`src/design/tbbeq_pkg.sv`:
```
package tbbeq_pkg;

	// Sequencer states, one-hot.
	typedef enum logic [5:0] {
		ST_IDLE = 6'b000001,
		ST_BAND = 6'b000010,
		ST_FB1  = 6'b000100,
		ST_FB2  = 6'b001000,
		ST_GAIN = 6'b010000,
		ST_SUM  = 6'b100000
	} state_t;

	// Band indexes.
	typedef logic [1:0] band_t;
	localparam band_t BAND_LOW  = 2'd0;
	localparam band_t BAND_MID  = 2'd1;
	localparam band_t BAND_HIGH = 2'd2;
	localparam int    NUM_BANDS = 3;

	// Register indexes on the configuration port.
	typedef logic [2:0] reg_idx_t;
	localparam reg_idx_t REG_FEEDBACK_FIRST  = 3'd0;
	localparam reg_idx_t REG_FEEDBACK_SECOND = 3'd1;
	localparam reg_idx_t REG_GAIN_LOW        = 3'd2;
	localparam reg_idx_t REG_GAIN_MID        = 3'd3;
	localparam reg_idx_t REG_GAIN_HIGH       = 3'd4;

	// Reset values of the configuration registers.
	localparam logic signed [17:0] FEEDBACK_FIRST_RST  = -18'sd62019;
	localparam logic signed [16:0] FEEDBACK_SECOND_RST = 17'sd20225;
	localparam logic [17:0]        GAIN_LOW_RST        = 18'd46396;
	localparam logic [17:0]        GAIN_MID_RST        = 18'd65536;
	localparam logic [17:0]        GAIN_HIGH_RST       = 18'd52057;

	localparam int ACC_W = 48;
	localparam int EXT_W = 50;

	// Saturate a 50-bit sum to the 48-bit accumulator range.
	function automatic logic signed [ACC_W-1:0] sat_acc(input logic signed [EXT_W-1:0] v);
		logic ovf;
		ovf = (v[EXT_W-1:ACC_W-1] != '0) && (v[EXT_W-1:ACC_W-1] != '1);
		if (!ovf) begin
			sat_acc = v[ACC_W-1:0];
		end else if (v[EXT_W-1]) begin
			sat_acc = {1'b1, {(ACC_W-1){1'b0}}};
		end else begin
			sat_acc = {1'b0, {(ACC_W-1){1'b1}}};
		end
	endfunction

	// Saturate a 48-bit value to 16 bits.
	function automatic logic signed [15:0] sat16_acc(input logic signed [ACC_W-1:0] v);
		logic ovf;
		ovf = (v[ACC_W-1:15] != '0) && (v[ACC_W-1:15] != '1);
		if (!ovf) begin
			sat16_acc = v[15:0];
		end else if (v[ACC_W-1]) begin
			sat16_acc = 16'sh8000;
		end else begin
			sat16_acc = 16'sh7fff;
		end
	endfunction

	// Saturate the 18-bit band sum to 16 bits.
	function automatic logic signed [15:0] sat16_sum(input logic signed [17:0] v);
		logic ovf;
		ovf = (v[17:15] != 3'b000) && (v[17:15] != 3'b111);
		if (!ovf) begin
			sat16_sum = v[15:0];
		end else if (v[17]) begin
			sat16_sum = 16'sh8000;
		end else begin
			sat16_sum = 16'sh7fff;
		end
	endfunction

endpackage

```
`src/design/three_band_biquad_equalizer_top.sv`:
```
// Three-band biquad equalizer. Each request carries one signed 16-bit sample, which runs
// through a low-pass, a band-pass and a high-pass transposed direct form II biquad; each
// band output is saturated, scaled by its gain register, saturated again, and the three
// bands are summed and clamped into one 16-bit result. The work is done by one shared
// 19x16-bit signed multiplier under a small sequencer: every band needs three products
// (a1*s, a2*s and gain*s) and steps through the states BAND, FB1, FB2, GAIN and SUM, so
// a new request is not accepted until the sequencer has finished the previous one and
// returned to IDLE. in_stall stays high for the whole computation. The result sits in an
// output register, so a stalled output does not block a new request; only when a result
// is finished while the previous one is still waiting does the sequencer hold. The five
// coefficient and gain registers are written over the APB port at byte addresses 0, 4, 8,
// 12 and 16 and should only be changed while no request is in flight. FRAC_BITS sets the
// fixed-point position of the coefficients, gains and delay states.
module three_band_biquad_equalizer_top
	import tbbeq_pkg::*;
#(
	parameter int FRAC_BITS = 16
) (
	input  logic               clk,
	input  logic               arst_n,
	// Sample request channel.
	input  logic               in_valid,
	output logic               in_stall,
	input  logic signed [15:0] in_sample,
	// Result channel.
	output logic               out_valid,
	input  logic               out_stall,
	output logic signed [15:0] out_sample,
	// Configuration port.
	input  logic               psel,
	input  logic               penable,
	input  logic               pwrite,
	input  logic [4:0]         paddr,
	input  logic [31:0]        pwdata,
	output logic [31:0]        prdata,
	output logic               pready
);

	// Configuration registers.
	logic signed [17:0] feedback_first_q;
	logic signed [16:0] feedback_second_q;
	logic [17:0]        gain_low_q;
	logic [17:0]        gain_mid_q;
	logic [17:0]        gain_high_q;

	// Sequencer and datapath registers.
	state_t                    state_q;
	band_t                     band_q;
	logic signed [15:0]        x_q;
	logic signed [15:0]        s_q;
	logic signed [34:0]        prod_q;
	logic signed [17:0]        sum_q;
	logic signed [ACC_W-1:0]   delay_first_q [NUM_BANDS];
	logic signed [ACC_W-1:0]   delay_second_q [NUM_BANDS];
	logic                      out_valid_q;
	logic signed [15:0]        out_sample_q;

	reg_idx_t                  reg_idx;
	logic                      cfg_write;

	logic signed [EXT_W-1:0]   x_ext;
	logic signed [EXT_W-1:0]   x_quarter;
	logic signed [EXT_W-1:0]   x_half;
	logic signed [EXT_W-1:0]   num1_term;
	logic signed [EXT_W-1:0]   num2_term;
	logic signed [EXT_W-1:0]   prod_ext;
	logic signed [EXT_W-1:0]   acc_sum;
	logic signed [EXT_W-1:0]   d1_sum;
	logic signed [EXT_W-1:0]   d2_sum;
	logic signed [ACC_W-1:0]   acc_sat;
	logic signed [ACC_W-1:0]   acc_shr;
	logic signed [15:0]        s_next;
	logic signed [ACC_W-1:0]   gain_shr;
	logic signed [15:0]        band_gained;
	logic signed [17:0]        sum_next;
	logic signed [18:0]        mul_a;
	logic signed [34:0]        mul_res;
	logic                      last_band;
	logic                      finish;

	// The APB port never waits; a write lands on the access cycle.
	assign pready    = 1'b1;
	assign reg_idx   = paddr[4:2];
	assign cfg_write = psel && penable && pwrite && pready;

	always_comb begin
		case (reg_idx)
			REG_FEEDBACK_FIRST:  prdata = {{14{feedback_first_q[17]}}, feedback_first_q};
			REG_FEEDBACK_SECOND: prdata = {{15{feedback_second_q[16]}}, feedback_second_q};
			REG_GAIN_LOW:        prdata = {14'd0, gain_low_q};
			REG_GAIN_MID:        prdata = {14'd0, gain_mid_q};
			REG_GAIN_HIGH:       prdata = {14'd0, gain_high_q};
			default:             prdata = 32'd0;
		endcase
	end

	always_ff @(posedge clk or negedge arst_n) begin
		if (!arst_n) begin
			feedback_first_q  <= FEEDBACK_FIRST_RST;
			feedback_second_q <= FEEDBACK_SECOND_RST;
			gain_low_q        <= GAIN_LOW_RST;
			gain_mid_q        <= GAIN_MID_RST;
			gain_high_q       <= GAIN_HIGH_RST;
		end else if (cfg_write) begin
			case (reg_idx)
				REG_FEEDBACK_FIRST:  feedback_first_q  <= pwdata[17:0];
				REG_FEEDBACK_SECOND: feedback_second_q <= pwdata[16:0];
				REG_GAIN_LOW:        gain_low_q        <= pwdata[17:0];
				REG_GAIN_MID:        gain_mid_q        <= pwdata[17:0];
				REG_GAIN_HIGH:       gain_high_q       <= pwdata[17:0];
				default: ;
			endcase
		end
	end

	// The numerator taps are powers of two, so they are shifts of the sample.
	assign x_ext     = {{(EXT_W-16){x_q[15]}}, x_q};
	assign x_quarter = x_ext <<< (FRAC_BITS - 2);
	assign x_half    = x_ext <<< (FRAC_BITS - 1);

	always_comb begin
		case (band_q)
			BAND_LOW: begin
				num1_term = x_half;
				num2_term = x_quarter;
			end
			BAND_MID: begin
				num1_term = '0;
				num2_term = -x_quarter;
			end
			BAND_HIGH: begin
				num1_term = -x_half;
				num2_term = x_quarter;
			end
			default: begin
				num1_term = '0;
				num2_term = '0;
			end
		endcase
	end

	// The shared multiplier: a1, a2 or the band gain times the band output.
	always_comb begin
		case (state_q)
			ST_FB1:  mul_a = {feedback_first_q[17], feedback_first_q};
			ST_FB2:  mul_a = {{2{feedback_second_q[16]}}, feedback_second_q};
			ST_GAIN: begin
				case (band_q)
					BAND_LOW:  mul_a = {1'b0, gain_low_q};
					BAND_MID:  mul_a = {1'b0, gain_mid_q};
					BAND_HIGH: mul_a = {1'b0, gain_high_q};
					default:   mul_a = '0;
				endcase
			end
			default: mul_a = '0;
		endcase
	end
	assign mul_res = mul_a * s_q;

	assign prod_ext = {{(EXT_W-35){prod_q[34]}}, prod_q};

	// Band output from the first delay state.
	assign acc_sum = x_quarter + {{(EXT_W-ACC_W){delay_first_q[band_q][ACC_W-1]}},
		delay_first_q[band_q]};
	assign acc_sat = sat_acc(acc_sum);
	assign acc_shr = acc_sat >>> FRAC_BITS;
	assign s_next  = sat16_acc(acc_shr);

	// Delay state updates, each using the product registered the cycle before.
	assign d1_sum = num1_term - prod_ext + {{(EXT_W-ACC_W){delay_second_q[band_q][ACC_W-1]}},
		delay_second_q[band_q]};
	assign d2_sum = num2_term - prod_ext;

	// Gained band and running sum. The gained product is shifted as a signed value so
	// that negative bands round toward minus infinity.
	assign gain_shr    = $signed(prod_ext[ACC_W-1:0]) >>> FRAC_BITS;
	assign band_gained = sat16_acc(gain_shr);
	assign sum_next    = sum_q + {{2{band_gained[15]}}, band_gained};

	assign last_band = (band_q == BAND_HIGH);
	// The last band may only retire when the output register is free or being emptied.
	assign finish    = (state_q == ST_SUM) && last_band && (!out_valid_q || !out_stall);

	always_ff @(posedge clk or negedge arst_n) begin
		if (!arst_n) begin
			state_q     <= ST_IDLE;
			band_q      <= BAND_LOW;
			out_valid_q <= 1'b0;
			for (int k = 0; k < NUM_BANDS; k++) begin
				delay_first_q[k]  <= '0;
				delay_second_q[k] <= '0;
			end
		end else begin
			// A finished result refills the output register in the same cycle that the
			// previous one is taken.
			if (finish) begin
				out_valid_q <= 1'b1;
			end else if (out_valid_q && !out_stall) begin
				out_valid_q <= 1'b0;
			end
			case (state_q)
				ST_IDLE: begin
					if (in_valid) begin
						band_q  <= BAND_LOW;
						state_q <= ST_BAND;
					end
				end
				ST_BAND: begin
					state_q <= ST_FB1;
				end
				ST_FB1: begin
					state_q <= ST_FB2;
				end
				ST_FB2: begin
					delay_first_q[band_q] <= sat_acc(d1_sum);
					state_q               <= ST_GAIN;
				end
				ST_GAIN: begin
					delay_second_q[band_q] <= sat_acc(d2_sum);
					state_q                <= ST_SUM;
				end
				ST_SUM: begin
					if (!last_band) begin
						band_q  <= band_q + 2'd1;
						state_q <= ST_BAND;
					end else if (finish) begin
						state_q <= ST_IDLE;
					end
				end
				default: begin
					state_q <= ST_IDLE;
				end
			endcase
		end
	end

	// Datapath registers carry no reset.
	always_ff @(posedge clk) begin
		case (state_q)
			ST_IDLE: begin
				if (in_valid) begin
					x_q   <= in_sample;
					sum_q <= '0;
				end
			end
			ST_BAND: s_q    <= s_next;
			ST_FB1:  prod_q <= mul_res;
			ST_FB2:  prod_q <= mul_res;
			ST_GAIN: prod_q <= mul_res;
			ST_SUM: begin
				if (!last_band) begin
					sum_q <= sum_next;
				end else if (finish) begin
					out_sample_q <= sat16_sum(sum_next);
				end
			end
			default: ;
		endcase
	end

	assign in_stall   = (state_q != ST_IDLE);
	assign out_valid  = out_valid_q;
	assign out_sample = out_sample_q;

endmodule
```
`config.mk`:
```
export PLATFORM = sky130hd
export DESIGN_NAME = three_band_biquad_equalizer_top
export DESIGN_NICKNAME = d
export VERILOG_FILES = /design/src/design/tbbeq_pkg.sv /design/src/design/three_band_biquad_equalizer_top.sv
export SDC_FILE = /design/constraint.sdc
export NUM_CORES = 2
export LEC_CHECK = 0
export BUFFER_PORTS_ARGS = -buffer_cell sky130_fd_sc_hd__buf_4
export CORE_MARGIN = 5
export CORE_UTILIZATION = 55
export DETAILED_ROUTE_END_ITERATION = 16
export PLACE_DENSITY_LB_ADDON = 0.1
export SLEW_MARGIN = 20
export SYNTH_ARGS = -nofsm -noshare
export SYNTH_HDL_FRONTEND = slang
export SYNTH_SLANG_ARGS = --single-unit
export TNS_END_PERCENT = 1
```
`constraint.sdc`:
```
create_clock -name clk -period 13.6 [get_ports clk]
set_input_delay 2.04 -clock clk [delete_from_list [all_inputs] [get_ports clk]]
set_output_delay 2.04 -clock clk [all_outputs]
set_load 0.1 [all_outputs]
```
==> impl_results.md <==
* Outcome: complete, no violations
* Slew @ Worst Pin at 1.12 ns
* Combinational family with the most area after synthesis: adder cells
* Startpoint of the worst setup timing path: band_q[0]$_DFFE_PN0P_
* GR Util All Layers at 0.281
* Vias in the first global route at 31700
* Number of cells on the critical path at 25
* LEAKAGE at 20.5 nW
* Sequential share of the synthesized area at 0.291
* Critical path class: register to register
* Worst Hold Class: register to register
* Syn Std Cell Area at 40200 sq um
* RD Place Congestion at 0.927
* Boundary Pins at 111
* Peak Freq at 101 MHz
* Number of gates given a new drive strength after cts at 0
* Via/cell ratio at 5.93
* Post-Route Skew at 0.0543 ns
* Total negative slack for setup checks at 0 ns
* Post-route clock period utilization at 0.731
* Core Area at 72700 sq um
* Crit start category: register
* Total routed wirelength at 111000 um
* Summed area of non-filler cells in the final layout at 43500 sq um
* Number of buffers inserted during clock tree synthesis at 49
* Std cell rows at 99
* Register bit total from synthesis at 445
* Post-Place Cell Area at 41700 sq um
* CP Data Arrival Time at 10.26 ns
* Clock Root Buffer: sky130_fd_sc_hd__clkbuf_16
* Die Area at 78600 sq um
* End of the critical path: prod_q[34]$_DFFE_PP_
* Total of endpoints with negative setup slack in the final report at 0
* VDD IR-drop max at ~0.24 mV
* Drt first pass iters at 6
* Worst r2r dst: prod_q[34]$_DFFE_PP_
* H-tree depth at 2
* Crit-path slowest cell: sky130_fd_sc_hd__o21ai_2
* Filler instances at 6408
* Leading post-synthesis cells by cell area: sky130_fd_sc_hd__dfrtp_1 (19%), sky130_fd_sc_hd__fa_1 (17%), sky130_fd_sc_hd__ha_1 (7.6%)
* Post-synth cell types at 85
* WP buf/inv at 5
* Most Frequent Cell on Critical Path: sky130_fd_sc_hd__fa_1
* Worst slew margin relative to its limit at 0.252
* P&R area growth vs syn at 8.20%
* Total clock sinks at 445
* Antenna violations before repair at 3
* Async set or reset register ratio after synthesis at 0.773
* Clock tree from TritonCTS: built
* Maximum cell stage delay along the critical path at 0.78 ns
* Flop2flop setup slack at around 3.7 ns
* Number of warning messages in the yosys log at 0
* Hold violation count in the final report at 0
* Fraction of the mapped netlist area in simple logic gates at 0.138
* Synth Area in Compound Gates at 0.163
* Count of mapped cells out of synthesis at 4327
* Xor/xnor cell area share of the yosys netlist at 0.0335
* RSZ-0062 raised after global routing: no
* Pwr per Cell Area at 178 nW/um^2
* Count of flip-flops with a built-in enable after synthesis at around 100
* Max-cap violation count at 0
* Final layout net count at 4949
* Count of port buffers added during placement at 93
* Adder and majority cell fraction of the synthesized area at 0.245
* Vertical die dimension at 280 um
* Final worst path period need at 9.94 ns
* Overall power after layout at 7.76 mW
* Pin count of the biggest net entering global routing at 106
* Cell taking the most area after synthesis: sky130_fd_sc_hd__dfrtp_1
* Overall die width at 280 um
* Hold buffer count at cts at 0
* Post-CTS repair timing setup buffer count at 0
* Main synth FF type: sky130_fd_sc_hd__dfrtp_1
* Clock transition at the registers of the reported paths at around 0.07 ns
* GR Overflow Total at 0
* Synth Area per Inst at 9.30 sq um
* Category of cells accounting for the largest share of critical-path delay: adder cells
* Worst-path maximum fanout at 44
* Average wire length per cell after detail routing at roughly 21 um
* Share of post-route cells with drive strength above 1 at 0.114
* Number of nets still failing antenna checks after routing at 0
* DRC viols at 0
* Critical path capture point type: register
* Multiplexer area fraction after synthesis at 0.0614
* FF-to-FF Start: band_q[0]$_DFFE_PN0P_
* Max Buffers Root-to-Sink at 3
* Depth of the most critical reg-to-reg path at 25
* Nets in the synthesized netlist at 4970
* Half-perimeter wire length of the detailed placement result at roughly 80000 um
* Endpoint required time on the critical path at 13.92 ns
* First-iteration detailed-routing DRC count at ~2300
* Yosys top cell area share at 0.191
* Count of vias placed by the detailed router at 31500
* Number of slew-limit violations in the final report at 0
* Initial cell density of the core at 0.553
* Global-route wire length before repair at 176000 um
* Clock latency on the worst-skew pair at 0.63 ns
==> how the worst min path moves through the flow <==
stage	start	slack, ns	end	cells past startpoint
detailed placement	delay_first_q[38]$_DFFE_PN0P_	0.47	delay_first_q[38]$_DFFE_PN0P_	2
finish	delay_first_q[112]$_DFFE_PN0P_	0.48	delay_first_q[112]$_DFFE_PN0P_	2
floorplan	delay_first_q[110]$_DFFE_PN0P_	0.45	delay_first_q[110]$_DFFE_PN0P_	2
global placement	delay_first_q[119]$_DFFE_PN0P_	0.46	delay_first_q[119]$_DFFE_PN0P_	2
CTS	delay_first_q[114]$_DFFE_PN0P_	0.48	delay_first_q[114]$_DFFE_PN0P_	2
global route	delay_first_q[63]$_DFFE_PN0P_	0.51	delay_first_q[63]$_DFFE_PN0P_	2
==> power by group <==
part	internal [mW]	total, mW	switching [mW]
sequential	1.67	1.90	0.228
clock	0.817	1.42	0.605
combinational	1.63	4.44	2.81
total	4.12	7.76	3.64
==> area by class of cell <==
| type | count | area (sq um) | share of cell area |
|---|---|---|---|
| Antenna cell | 1 | 2.50 | 0.0000575 |
| Clock buffer | 69 | 1490 | 0.0342 |
| Clock inverter | 23 | 255 | 0.00586 |
| Inverter | 488 | 1830 | 0.0421 |
| Multi-Input combinational cell | 3172 | 25900 | 0.596 |
| Sequential cell | 445 | 11700 | 0.269 |
| Tap cell | 959 | 1200 | 0.0276 |
| Timing Repair Buffer | 150 | 1130 | 0.0260 |
==> registers in the layout, indices dropped and copies added, names as in the netlist <==
signal and count:
state_q 6, delay_first_q 102, out_valid 1, band_q 2, x_q 16, gain_mid_q 18
gain_high_q 18, sum_q 18, prod_q 35, out_sample 16, feedback_second_q 17, feedback_first_q 18
gain_low_q 18, delay_second_q 144, s_q 16
==> worst min-delay path: stages, from the launching register on <==
cell	delay [ns]
sky130_fd_sc_hd__dfrtp_1	0.34
sky130_fd_sc_hd__nand2_1	0.05
sky130_fd_sc_hd__o21ai_0	0.06
==> routing by layer <==
| metal | up-vias | wire [um] | GRT usage |
|---|---|---|---|
| li1 | 14700 | - | - |
| met1 | 15700 | 47900 | 0.384 |
| met2 | 906 | 51900 | 0.460 |
| met3 | 201 | 6920 | 0.0464 |
| met4 | 6 | 4270 | 0.0947 |
| met5 | - | 41 | 0 |
==> stage by stage <==
step | setup WS, ns | hold WS, ns | util | std cells
2_1_floorplan | 4.92 | 0.449 | - | 4327
3_3_place_gp | 3.71 | 0.460 | 0.574 | 5214
3_5_place_dp | 3.70 | 0.470 | 0.574 | 5214
4_1_cts | 3.66 | 0.483 | 0.598 | 5306
5_1_grt | 3.05 | 0.506 | 0.599 | 5306
6_report | 3.66 | 0.482 | 0.599 | 5307
==> Yosys cell counts, types with 14 or more instances <==
library cell and n:
sky130_fd_sc_hd__or2_2 17, sky130_fd_sc_hd__and3_1 26, sky130_fd_sc_hd__nand3_1 44, sky130_fd_sc_hd__and2_1 189
sky130_fd_sc_hd__ha_1 244, sky130_fd_sc_hd__fa_1 339, sky130_fd_sc_hd__a21oi_1 348, sky130_fd_sc_hd__inv_1 486
sky130_fd_sc_hd__dfrtp_1 307, sky130_fd_sc_hd__a21o_1 101, sky130_fd_sc_hd__nand2_1 378, sky130_fd_sc_hd__a22oi_1 68
sky130_fd_sc_hd__o22ai_1 22, sky130_fd_sc_hd__nand2b_1 22, sky130_fd_sc_hd__dfstp_2 37, sky130_fd_sc_hd__xnor2_1 101
sky130_fd_sc_hd__clkbuf_1 176, sky130_fd_sc_hd__o21bai_1 29, sky130_fd_sc_hd__nor2_1 332, sky130_fd_sc_hd__buf_4 14
sky130_fd_sc_hd__xor2_1 53, sky130_fd_sc_hd__a31oi_1 48, sky130_fd_sc_hd__edfxtp_1 101, sky130_fd_sc_hd__o31ai_1 14
sky130_fd_sc_hd__o21ai_0 205, sky130_fd_sc_hd__o21a_1 30, sky130_fd_sc_hd__nor3b_1 14, sky130_fd_sc_hd__nor2b_1 24
sky130_fd_sc_hd__mux2_2 141, sky130_fd_sc_hd__a222oi_1 18, sky130_fd_sc_hd__mux2i_1 88, sky130_fd_sc_hd__buf_1 18
sky130_fd_sc_hd__a22o_1 37, sky130_fd_sc_hd__nor3_1 44, sky130_fd_sc_hd__nand4_1 20
==> cells in the final DEF, fill, tap and decap left out, types with 30 or more instances in the layout <==
cell type                   count
sky130_fd_sc_hd__inv_1        486
sky130_fd_sc_hd__nand2_1      378
sky130_fd_sc_hd__a21oi_1      346
sky130_fd_sc_hd__fa_1         339
sky130_fd_sc_hd__nor2_1       331
sky130_fd_sc_hd__dfrtp_1      305
sky130_fd_sc_hd__ha_1         242
sky130_fd_sc_hd__o21ai_0      188
sky130_fd_sc_hd__and2_1       186
sky130_fd_sc_hd__buf_4        149
sky130_fd_sc_hd__mux2_2       141
sky130_fd_sc_hd__a21o_1       101
sky130_fd_sc_hd__edfxtp_1     101
sky130_fd_sc_hd__xnor2_1       99
sky130_fd_sc_hd__mux2i_1       88
sky130_fd_sc_hd__a22oi_1       68
sky130_fd_sc_hd__clkbuf_16     54
sky130_fd_sc_hd__xor2_1        53
sky130_fd_sc_hd__a31oi_1       47
sky130_fd_sc_hd__nor3_1        44
sky130_fd_sc_hd__nand3_1       42
sky130_fd_sc_hd__a22o_1        37
sky130_fd_sc_hd__dfstp_2       37
sky130_fd_sc_hd__o21a_1        30
==> logic make-up (layout without fill, tap and decap cells) <==
group                      after synthesis  in the layout
buffers and inverters                  710            730
adders and majority gates              583            583
DFF                                    445            445
xor gates and xnor gates               154            154
AOI/OAI and AO/OA                     1039           1039
muxes                                  229            229
and+or+nand+nor                       1166           1166
other                                    1              2
(Power assumes the default switching activity.)
